`src/rtl/usws_pkg.sv`:
```
// Package with sizes, operation and status codes of the unique value set unit.
package usws_pkg;

	// Store depth, the index width that follows from it, and the other widths.
	localparam int CAPACITY = 64;
	localparam int IDX_W    = (CAPACITY > 1) ? $clog2(CAPACITY) : 1;
	localparam int CNT_W    = 7;
	localparam int VAL_W    = 32;
	localparam int SUM_W    = 38;
	localparam int FRAC_W   = 8;
	localparam int DIV_W    = SUM_W + FRAC_W;
	localparam int DCNT_W   = $clog2(DIV_W + 1);
	localparam int MEAN_W   = 40;

	// Operation codes.
	localparam logic [1:0] MODE_ADD    = 2'd0;
	localparam logic [1:0] MODE_REMOVE = 2'd1;
	localparam logic [1:0] MODE_CLEAR  = 2'd2;
	localparam logic [1:0] MODE_COUNT  = 2'd3;

	// Status codes.
	localparam logic [2:0] ST_OK        = 3'd0;
	localparam logic [2:0] ST_EMPTY     = 3'd1;
	localparam logic [2:0] ST_DUPLICATE = 3'd2;
	localparam logic [2:0] ST_NOT_FOUND = 3'd3;
	localparam logic [2:0] ST_FULL      = 3'd4;

endpackage

```
`src/rtl/usws_ram.sv`:
```
// Generic single write port, single read port RAM with registered read data.
module usws_ram #(
	parameter int WIDTH = 32,
	parameter int DEPTH = 64
) (
	input  logic                                     clk,
	input  logic                                     we,
	input  logic [((DEPTH > 1) ? $clog2(DEPTH) : 1)-1:0] waddr,
	input  logic [WIDTH-1:0]                         wdata,
	input  logic [((DEPTH > 1) ? $clog2(DEPTH) : 1)-1:0] raddr,
	output logic [WIDTH-1:0]                         rdata
);

	logic [WIDTH-1:0] mem_q [DEPTH];

	always_ff @(posedge clk) begin
		if (we) begin
			mem_q[waddr] <= wdata;
		end
		rdata <= mem_q[raddr];
	end

endmodule

```
`src/rtl/unique_set_with_statistics_unit.sv`:
```
// Top level of the unique value set unit with min, max and mean statistics.
//
// Input channel: in_valid/in_ready with mode and value. Output channel:
// out_valid/out_ready with status, occurrences, entries, smallest, largest
// and mean_fixed. Every accepted item gives exactly one result item.
// One item is worked on at a time; in_ready is high only while the
// sequencer is idle. The stored values live in a RAM with one read and
// one write port and are visited one entry per cycle, in these steps:
//   scan for match, min and max,
//   closing the gap after a removal,
//   mean: a load step and a bit-serial divider,
//   result: loaded into the output register.
// Clear items and non-add items on an empty set skip the scan and divider.
// A result waits in the output register while out_ready is low; the next
// item is accepted meanwhile, and its result is held back until the
// output register is free. Reset empties the set and drops any result.
module unique_set_with_statistics_unit
	import usws_pkg::*;
(
	input  logic                     clk,
	input  logic                     arst_n,
	input  logic                     in_valid,
	output logic                     in_ready,
	input  logic [1:0]               mode,
	input  logic signed [VAL_W-1:0]  value,
	output logic                     out_valid,
	input  logic                     out_ready,
	output logic [2:0]               status,
	output logic                     occurrences,
	output logic [CNT_W-1:0]         entries,
	output logic signed [VAL_W-1:0]  smallest,
	output logic signed [VAL_W-1:0]  largest,
	output logic signed [MEAN_W-1:0] mean_fixed
);

	localparam logic [2:0] S_IDLE  = 3'd0;
	localparam logic [2:0] S_SCAN  = 3'd1;
	localparam logic [2:0] S_SHIFT = 3'd2;
	localparam logic [2:0] S_DIVLD = 3'd3;
	localparam logic [2:0] S_DIV   = 3'd4;
	localparam logic [2:0] S_DONE  = 3'd5;

	localparam logic [CNT_W-1:0] CAP = CNT_W'(CAPACITY);

	logic [2:0]               state_q;
	logic [1:0]               mode_q;
	logic signed [VAL_W-1:0]  val_q;
	logic [CNT_W-1:0]         count_q;
	logic signed [SUM_W-1:0]  sum_q;
	logic [CNT_W-1:0]         idx_q;
	logic                     pend_q;
	logic [CNT_W-1:0]         pend_idx_q;
	logic                     match_q;
	logic [CNT_W-1:0]         slot_q;
	logic                     have_q;
	logic signed [VAL_W-1:0]  lo_q;
	logic signed [VAL_W-1:0]  hi_q;
	logic [2:0]               status_q;
	logic                     occ_q;
	logic [DIV_W-1:0]         dvd_q;
	logic [DIV_W-1:0]         quo_q;
	logic [CNT_W-1:0]         rem_q;
	logic                     neg_q;
	logic [DCNT_W-1:0]        div_cnt_q;

	logic                     out_valid_q;
	logic [2:0]               out_status_q;
	logic                     out_occ_q;
	logic [CNT_W-1:0]         out_entries_q;
	logic signed [VAL_W-1:0]  out_lo_q;
	logic signed [VAL_W-1:0]  out_hi_q;
	logic signed [MEAN_W-1:0] out_mean_q;

	logic                     ram_we;
	logic [IDX_W-1:0]         ram_waddr;
	logic [VAL_W-1:0]         ram_wdata;
	logic signed [VAL_W-1:0]  rd_data;

	logic                     scan_done;
	logic                     shift_done;
	logic                     incl_val;
	logic [CNT_W-1:0]         pend_idx_m1;
	logic signed [SUM_W-1:0]  val_ext;
	logic signed [DIV_W-1:0]  prod;
	logic [DIV_W-1:0]         prod_mag;
	logic [CNT_W:0]           trial;
	logic                     trial_ge;
	logic [DIV_W-1:0]         mean_full;

	usws_ram #(
		.WIDTH(VAL_W),
		.DEPTH(CAPACITY)
	) u_store (
		.clk  (clk),
		.we   (ram_we),
		.waddr(ram_waddr),
		.wdata(ram_wdata),
		.raddr(idx_q[IDX_W-1:0]),
		.rdata(rd_data)
	);

	assign scan_done   = (idx_q == count_q) && !pend_q;
	assign shift_done  = (idx_q >= count_q) && !pend_q;
	assign pend_idx_m1 = pend_idx_q - 1'b1;
	assign val_ext     = SUM_W'(val_q);
	assign prod        = {sum_q, {FRAC_W{1'b0}}};
	assign prod_mag    = sum_q[SUM_W-1] ? (~prod + 1'b1) : prod;
	assign trial       = {rem_q, dvd_q[DIV_W-1]};
	assign trial_ge    = trial >= {1'b0, count_q};
	assign mean_full   = neg_q ? (~quo_q + 1'b1) : quo_q;

	// The new value counts toward min and max when it ends up in the set.
	always_comb begin
		if (mode_q == MODE_ADD) begin
			incl_val = match_q || (count_q < CAP);
		end else begin
			incl_val = (mode_q == MODE_COUNT) && match_q;
		end
	end

	always_comb begin
		ram_we    = 1'b0;
		ram_waddr = count_q[IDX_W-1:0];
		ram_wdata = val_q;
		case (state_q)
			S_SCAN: begin
				ram_we = scan_done && (mode_q == MODE_ADD) && !match_q && (count_q < CAP);
			end
			S_SHIFT: begin
				ram_we    = pend_q;
				ram_waddr = pend_idx_m1[IDX_W-1:0];
				ram_wdata = rd_data;
			end
			default: begin
				ram_we = 1'b0;
			end
		endcase
	end

	always_ff @(posedge clk or negedge arst_n) begin
		if (!arst_n) begin
			state_q     <= S_IDLE;
			count_q     <= '0;
			sum_q       <= '0;
			pend_q      <= 1'b0;
			out_valid_q <= 1'b0;
		end else begin
			if (out_valid_q && out_ready && (state_q != S_DONE)) begin
				out_valid_q <= 1'b0;
			end
			case (state_q)
				S_IDLE: begin
					if (in_valid) begin
						mode_q   <= mode;
						val_q    <= value;
						occ_q    <= 1'b0;
						idx_q    <= '0;
						pend_q   <= 1'b0;
						match_q  <= 1'b0;
						have_q   <= 1'b0;
						if ((mode != MODE_ADD) && (count_q == '0)) begin
							status_q <= ST_EMPTY;
							state_q  <= S_DONE;
						end else if (mode == MODE_CLEAR) begin
							status_q <= ST_OK;
							count_q  <= '0;
							sum_q    <= '0;
							state_q  <= S_DONE;
						end else begin
							status_q <= ST_OK;
							state_q  <= S_SCAN;
						end
					end
				end
				S_SCAN: begin
					// Values are distinct, so min and max are kept over the
					// entries that differ from the operand.
					if (pend_q) begin
						if (rd_data == val_q) begin
							match_q <= 1'b1;
							slot_q  <= pend_idx_q;
						end else begin
							have_q <= 1'b1;
							if (!have_q || (rd_data < lo_q)) begin
								lo_q <= rd_data;
							end
							if (!have_q || (rd_data > hi_q)) begin
								hi_q <= rd_data;
							end
						end
					end
					if (idx_q < count_q) begin
						idx_q      <= idx_q + 1'b1;
						pend_q     <= 1'b1;
						pend_idx_q <= idx_q;
					end else begin
						pend_q <= 1'b0;
					end
					if (scan_done) begin
						if (incl_val) begin
							if (!have_q || (val_q < lo_q)) begin
								lo_q <= val_q;
							end
							if (!have_q || (val_q > hi_q)) begin
								hi_q <= val_q;
							end
						end
						case (mode_q)
							MODE_ADD: begin
								state_q <= S_DIVLD;
								if (match_q) begin
									status_q <= ST_DUPLICATE;
								end else if (count_q >= CAP) begin
									status_q <= ST_FULL;
								end else begin
									count_q <= count_q + 1'b1;
									sum_q   <= sum_q + val_ext;
								end
							end
							MODE_REMOVE: begin
								if (match_q) begin
									sum_q   <= sum_q - val_ext;
									idx_q   <= slot_q + 1'b1;
									state_q <= S_SHIFT;
								end else begin
									status_q <= ST_NOT_FOUND;
									state_q  <= S_DIVLD;
								end
							end
							default: begin
								occ_q   <= match_q;
								state_q <= S_DIVLD;
							end
						endcase
					end
				end
				S_SHIFT: begin
					// Each entry after the removed one moves down by one.
					if (idx_q < count_q) begin
						idx_q      <= idx_q + 1'b1;
						pend_q     <= 1'b1;
						pend_idx_q <= idx_q;
					end else begin
						pend_q <= 1'b0;
					end
					if (shift_done) begin
						count_q <= count_q - 1'b1;
						state_q <= S_DIVLD;
					end
				end
				S_DIVLD: begin
					if (count_q == '0) begin
						state_q <= S_DONE;
					end else begin
						dvd_q     <= prod_mag;
						quo_q     <= '0;
						rem_q     <= '0;
						neg_q     <= sum_q[SUM_W-1];
						div_cnt_q <= '0;
						state_q   <= S_DIV;
					end
				end
				S_DIV: begin
					// Restoring division, one quotient bit per cycle.
					dvd_q     <= {dvd_q[DIV_W-2:0], 1'b0};
					quo_q     <= {quo_q[DIV_W-2:0], trial_ge};
					rem_q     <= trial_ge ? CNT_W'(trial - {1'b0, count_q}) : trial[CNT_W-1:0];
					div_cnt_q <= div_cnt_q + 1'b1;
					if (div_cnt_q == DCNT_W'(DIV_W - 1)) begin
						state_q <= S_DONE;
					end
				end
				S_DONE: begin
					if (!out_valid_q || out_ready) begin
						out_valid_q   <= 1'b1;
						out_status_q  <= status_q;
						out_occ_q     <= occ_q;
						out_entries_q <= count_q;
						if (count_q == '0) begin
							out_lo_q   <= '0;
							out_hi_q   <= '0;
							out_mean_q <= '0;
						end else begin
							out_lo_q   <= lo_q;
							out_hi_q   <= hi_q;
							out_mean_q <= mean_full[MEAN_W-1:0];
						end
						state_q <= S_IDLE;
					end
				end
				default: begin
					state_q <= S_IDLE;
				end
			endcase
		end
	end

	assign in_ready    = (state_q == S_IDLE);
	assign out_valid   = out_valid_q;
	assign status      = out_status_q;
	assign occurrences = out_occ_q;
	assign entries     = out_entries_q;
	assign smallest    = out_lo_q;
	assign largest     = out_hi_q;
	assign mean_fixed  = out_mean_q;

endmodule
```
`config.mk`:
```
export PLATFORM = sky130hd
export DESIGN_NAME = unique_set_with_statistics_unit
export DESIGN_NICKNAME = d
export VERILOG_FILES = /design/src/rtl/usws_pkg.sv /design/src/rtl/usws_ram.sv /design/src/rtl/unique_set_with_statistics_unit.sv
export SDC_FILE = /design/constraint.sdc
export NUM_CORES = 2
export LEC_CHECK = 0
export BUFFER_PORTS_ARGS = -buffer_cell sky130_fd_sc_hd__buf_4
export CAP_MARGIN = 20
export CORE_MARGIN = 2
export CORE_UTILIZATION = 50
export DETAILED_ROUTE_END_ITERATION = 16
export PLACE_DENSITY = 0.7
export SETUP_SLACK_MARGIN = 0.15
export SLEW_MARGIN = 10
export SYNTH_ARGS = -nofsm -noshare
export SYNTH_HDL_FRONTEND = slang
export SYNTH_SLANG_ARGS = --single-unit
```
`constraint.sdc`:
```
create_clock -name clk -period 15.6 [get_ports clk]
set_clock_uncertainty 0.05 [all_clocks]
set_input_delay 1.56 -clock clk [delete_from_list [all_inputs] [get_ports clk]]
set_output_delay 1.56 -clock clk [all_outputs]
set_load 0.02 [all_outputs]
```
Yosys cells after proc, flatten, opt, wreduce, memory -nomap -nowiden
Memories as Yosys holds them, arrays and structs flattened. A register that Yosys moved wholly into a read port is not among the register bits.
Cells that the tools add are included.
{ "classes": {"magnitude_cmp": 9, "reduce_logical": 45, "eq_ne": 33, "add_sub_neg": 11, "bitwise_logic": 3, "muxes": 87} }
{ "ops": {"columns": ["op", "n"], "rows": [
  ["32-bit two-way mux", 13],
  ["38-bit two-way mux", 7],
  ["38-bit one-hot mux with 2 select lines", 2],
  ["7-bit two-way mux", 15],
  ["46-bit two-way mux", 2],
  ["46-bit one-hot mux with 2 select lines", 1],
  ["40-bit two-way mux", 2],
  ["40-bit one-hot mux with 2 select lines", 1],
  ["32-bit greater-than comparator", 2],
  ["32-bit < comparator", 2],
  ["46-bit by 1-bit adder with 46-bit output (second input constant)", 1],
  ["46-bit NOT", 1],
  ["7-bit one-hot mux with 3 select lines", 2],
  ["40-bit by 1-bit adder with 40-bit output (second input constant)", 1],
  ["40-bit NOT", 1],
  ["38-bit by 32-bit adder with 38-bit output", 1],
  ["38-bit by 32-bit subtractor with 38-bit output", 1],
  ["3-bit two-way mux", 12],
  ["32-bit == test", 1],
  ["2-bit != test (second input constant)", 14],
  ["7-bit by 1-bit adder with 7-bit output (second input constant)", 3],
  ["5-bit AND reduction", 4],
  ["1-bit two-way mux", 18],
  ["3-bit != test (second input constant)", 6],
  ["other kinds (39)", 75]
]} }
{ "totals": {"memories": 1, "wordCells": 216, "output_inout_bits": 117, "mem_bits_rw": 2048, "ff_bits": 390} }
{ "memory_table": {"columns": ["name", "words", "word_bits", "rd", "rd_ports_with_merged_regs", "wr", "line_no", "rtl"], "rows": [
  ["u_store.mem_q", 64, 32, 1, 1, 1, "usws_ram.sv:14", "logic [WIDTH-1:0] mem_q [DEPTH];"]
]} }

Logic depth before layout (Yosys ltp)
{ "depth": {"word_depth": 8, "mapped_depth": 21, "depth_no_buf": 21} }

By module
Synthesis repeated with hierarchy kept, for this count alone.
{ "hier_totals": {"cells_unflattened": 5833, "hier_area_um2": 103167.7} }
{ "modules_own_cells": {"columns": ["module", "seq_area_each_um2", "area_each_um2", "cells_per_inst", "instances"], "rows": [
  ["usws_ram", 62139.6, 79039.6, 3511, 1],
  ["unique_set_with_statistics_unit", 11220.8, 24128.1, 2322, 1]
]} }

Least setup slack after synthesis
No wires, ideal clock.
{ "synth_path": {"path_kind": "input port to flip-flop", "from": "input port arst_n", "to": "register out_entries_q[0], in the netlist entries[0], enable pin", "required_ns": 14.679, "setup_slack_ns": 2.209, "t_arrival_ns": 12.469, "n_path_buf": 0, "stages": 2, "cell_sequence": "nand2_1 nor4_1"} }
{ "synth_via": {"elab_chain_cells": 1} }
{ "synth_lines": {"columns": ["item", "line_no", "rtl"], "rows": [
  ["from (decl)", "unique_set_with_statistics_unit.sv:21", "input logic arst_n,"],
  ["3-bit AND reduction (no source line)", null, null],
  ["to (signal assigned)", "unique_set_with_statistics_unit.sv:278", "out_entries_q <= count_q;"],
  ["to (decl)", "unique_set_with_statistics_unit.sv:69", "logic [CNT_W-1:0] out_entries_q;"]
]} }
Every way passes these cells.
A chain may end at the register's enable or synchronous reset.

==> flow_metrics.env <==
export IMPL_status="complete, no violations"
export IMPL_overflow=0
export IMPL_startpoint_type="register"
export IMPL_crit_required_ps=16300
export IMPL_cts_tree="done"
export IMPL_yosysWarningCount=0
export IMPL_ys_types=77
export IMPL_cts_setup_buffers=0
export IMPL_ys_seq_area_share_pct=72.0
export IMPL_cp_slowest_cell="buf_4"
export IMPL_rsz0062_at_grt="false"
export IMPL_synth_avg_cell_area_sq_um=19.5
export IMPL_numCtsBuffers=236
export IMPL_hold_viol_final=0
export IMPL_synthFlopType="edfxtp_1"
export IMPL_hold_path_depth=0
export IMPL_clk_latency_ps=880
export IMPL_clock_root_buffer="clkbuf_16"
export IMPL_tns_ps=0
export IMPL_grt_antenna_before_repair=22
export IMPL_via_count=53200
export IMPL_finalCriticalPeriod_ps=5880
export IMPL_dr_pass1_iters=6
export IMPL_holdBufCountCts=0
export IMPL_cp_end_kind="register"
export IMPL_dp_cells=7934
export IMPL_netlist_area_sq_um=102000
export IMPL_drt_iter0_drc=7230
export IMPL_async_flop_share_pct=2.03
export IMPL_cts_max_level=4
export IMPL_hold_class="reg -> reg"
export IMPL_maxSlewHeadroom_pct=19.9
export IMPL_num_io_pins=155
export IMPL_post_route_drc_count=0
export IMPL_cts_buffer_depth=3
export IMPL_die_area_sq_um=207000
export IMPL_drive_gt1_share_pct=25.1
export IMPL_path_cells="buf_4, buf_4, buf_12, buf_12, buf_4, mux4_2, mux4_2, mux4_2"
export IMPL_port_buffers=154
export IMPL_syn_nets=5450
export IMPL_synth_edf_count=2380
export IMPL_via_per_inst=6.33
export IMPL_routed_wl_um=262000
export IMPL_max_freq_mhz=170
export IMPL_cp_max_fo=91
export IMPL_gp_congestion=0.915
export IMPL_max_slew_worst_pin_slew_ps=1200
export IMPL_grt_max_degree=137
export IMPL_setup_viol=0
export IMPL_nNetsFinal=5745
export IMPL_vdd_drop_max_mv=0.151
export IMPL_maxCapViolCount=0
export IMPL_total_power_w=0.0212
export IMPL_grt_pass1_vias=52400
export IMPL_num_rows=165
export IMPL_final_cell_mix="2380 x edfxtp_1, 672 x mux4_2, 267 x buf_4"
export IMPL_rr_worst_depth=8
export IMPL_die_w_um=455
export IMPL_grtUsageTotal_pct=25.1
export IMPL_final_cells=8401
export IMPL_die_height_um=455
export IMPL_dp_hpwl_um=159000
export IMPL_finalCritPeriodShare_pct=37.7
export IMPL_pre_cts_ws_ps=9460
export IMPL_powerDensity_nw_per_um2=183
export IMPL_ant_nets=0
export IMPL_layout_commonest_cell="edfxtp_1"
export IMPL_path_clk_slew_ps=60
export IMPL_synth_cells=5219
export IMPL_finalWorstSetupSlack_ps=9720
export IMPL_grt_pass1_wl_um=375000
export IMPL_critical_path_class="reg -> reg"
export IMPL_core_area_sq_um=202000
export IMPL_area_delta_synth_final_pct=13.5
export IMPL_ys_ff_latch=2462
export IMPL_avgRoutedWirePerCell_um=31.2
export IMPL_clock_sinks=2462
export IMPL_critPathArrivalTime_ps=6580
export IMPL_leakagePower_nw=37.8
export IMPL_ctsResizeCount=0
export IMPL_initial_core_util_pct=50.4
export IMPL_slew_viol_final=0
export IMPL_slowest_delay_ps=800
cell usage after synthesis, types with 4 or more instances:
cell | instances | area, sq um
a21oi_1 | 110 | 551
o21bai_1 | 6 | 45.0
nor4_1 | 14 | 87.6
and3_1 | 48 | 300
inv_1 | 131 | 492
a211oi_1 | 5 | 37.5
o21ai_0 | 18 | 90.1
buf_1 | 47 | 176
xor2_1 | 96 | 841
o31ai_1 | 41 | 308
a22o_1 | 25 | 219
nor2_1 | 265 | 995
o21a_1 | 15 | 113
nor3_1 | 25 | 125
mux4_2 | 672 | 15100
nand4_1 | 46 | 288
nand2b_1 | 16 | 100
o22ai_1 | 9 | 56.3
or3_1 | 15 | 93.8
a221oi_1 | 4 | 35.0
and4_1 | 6 | 52.6
edfxtp_1 | 2380 | 71500
a31oi_1 | 12 | 75.1
nand3_1 | 27 | 135
inv_2 | 6 | 22.5
ha_1 | 190 | 2380
nor2b_1 | 21 | 131
dfxtp_1 | 32 | 641
o221ai_1 | 4 | 35.0
o31a_1 | 5 | 43.8
nand2_1 | 180 | 676
dfrtp_1 | 50 | 1250
a21o_1 | 78 | 586
or4_1 | 5 | 37.5
and2_1 | 9 | 56.3
clkbuf_1 | 187 | 702
o21ai_1 | 114 | 571
o41ai_1 | 10 | 87.6
mux2i_1 | 131 | 1310
xnor2_1 | 99 | 867
o211ai_1 | 6 | 45.0
report_power, final:
| part | total (W) | internal, W | switching (W) |
|---|---|---|---|
| clock network | 0.00568 | 0.00318 | 0.00250 |
| registers | 0.00841 | 0.00800 | 0.000418 |
| logic | 0.00709 | 0.00289 | 0.00419 |
layer usage:
layer	routed length, um	share of wire, %	GRT usage (%)	vias to the layer above
li1	-	-	-	21900
met1	102000	39	35.2	28000
met2	124000	47	39.5	2819
met3	24300	9.3	4.54	457
met4	11400	4.3	9.89	10
met5	62	0.024	0	-
stage by stage:
stage	hold slack, ps	cell area (sq um)	util, %
floorplan	350	102000	-
global placement	354	107000	53.1
detailed placement	355	108000	53.2
CTS	368	115000	57.0
global route	380	116000	57.1
finish	367	116000	57.1
critical path: cells and delay by family, from the launching register on:
family                 cells  cell delay (ps)
buffers and inverters      5             3450
DFF                        1              320
muxes                      3             1650
logic make-up (layout without fill, tap and decap cells):
group	after synthesis	count (layout)	share of synthesized area (%)
DFF	2462	2462	72.0
muxes	803	803	16.1
and+or+nand+nor	701	701	3.26
AOI/OAI and AO/OA	491	491	3.14
buffers and inverters	374	876	1.40
xor gates and xnor gates	195	195	1.68
adders and majority gates	193	193	2.39
other	0	8	0
state kept, by name, summed over array words and instances, names as in the netlist, 2 cells and up:
signal,count
u_store.mem_q,2048
mean_fixed,40
quo_q,40
dvd_q,38
sum_q,38
hi_q,32
largest,32
lo_q,32
smallest,32
u_store.rdata,32
val_q,32
count_q,7
entries,7
idx_q,7
pend_idx_q,7
rem_q,7
slot_q,7
div_cnt_q,6
state_q,3
status,3
status_q,3
mode_q,2
final timing paths:
kind                              from                to  slack, ps
max in group asynchronous       arst_n         sum_q[21]      14250
hold reg to reg            status_q[2]         status[2]        370
setup reg to reg              idx_q[0]  u_store.rdata[7]       9720
hold / removal             status_q[2]         status[2]        370
setup / recovery              idx_q[0]  u_store.rdata[7]       9720
min in group asynchronous       arst_n        state_q[2]        710
final cells by class:
class | instances | area (sq um)
Multi-Input combinational cell | 2383 | 28000
Sequential cell | 2462 | 73400
Tap cell | 2672 | 3340
Clock inverter | 127 | 1410
Clock buffer | 318 | 6360
Inverter | 137 | 517
Fill cell | 14700 | 86700
Timing Repair Buffer | 294 | 2570
Antenna cell | 8 | 20.0
(Power assumes the default switching activity.)
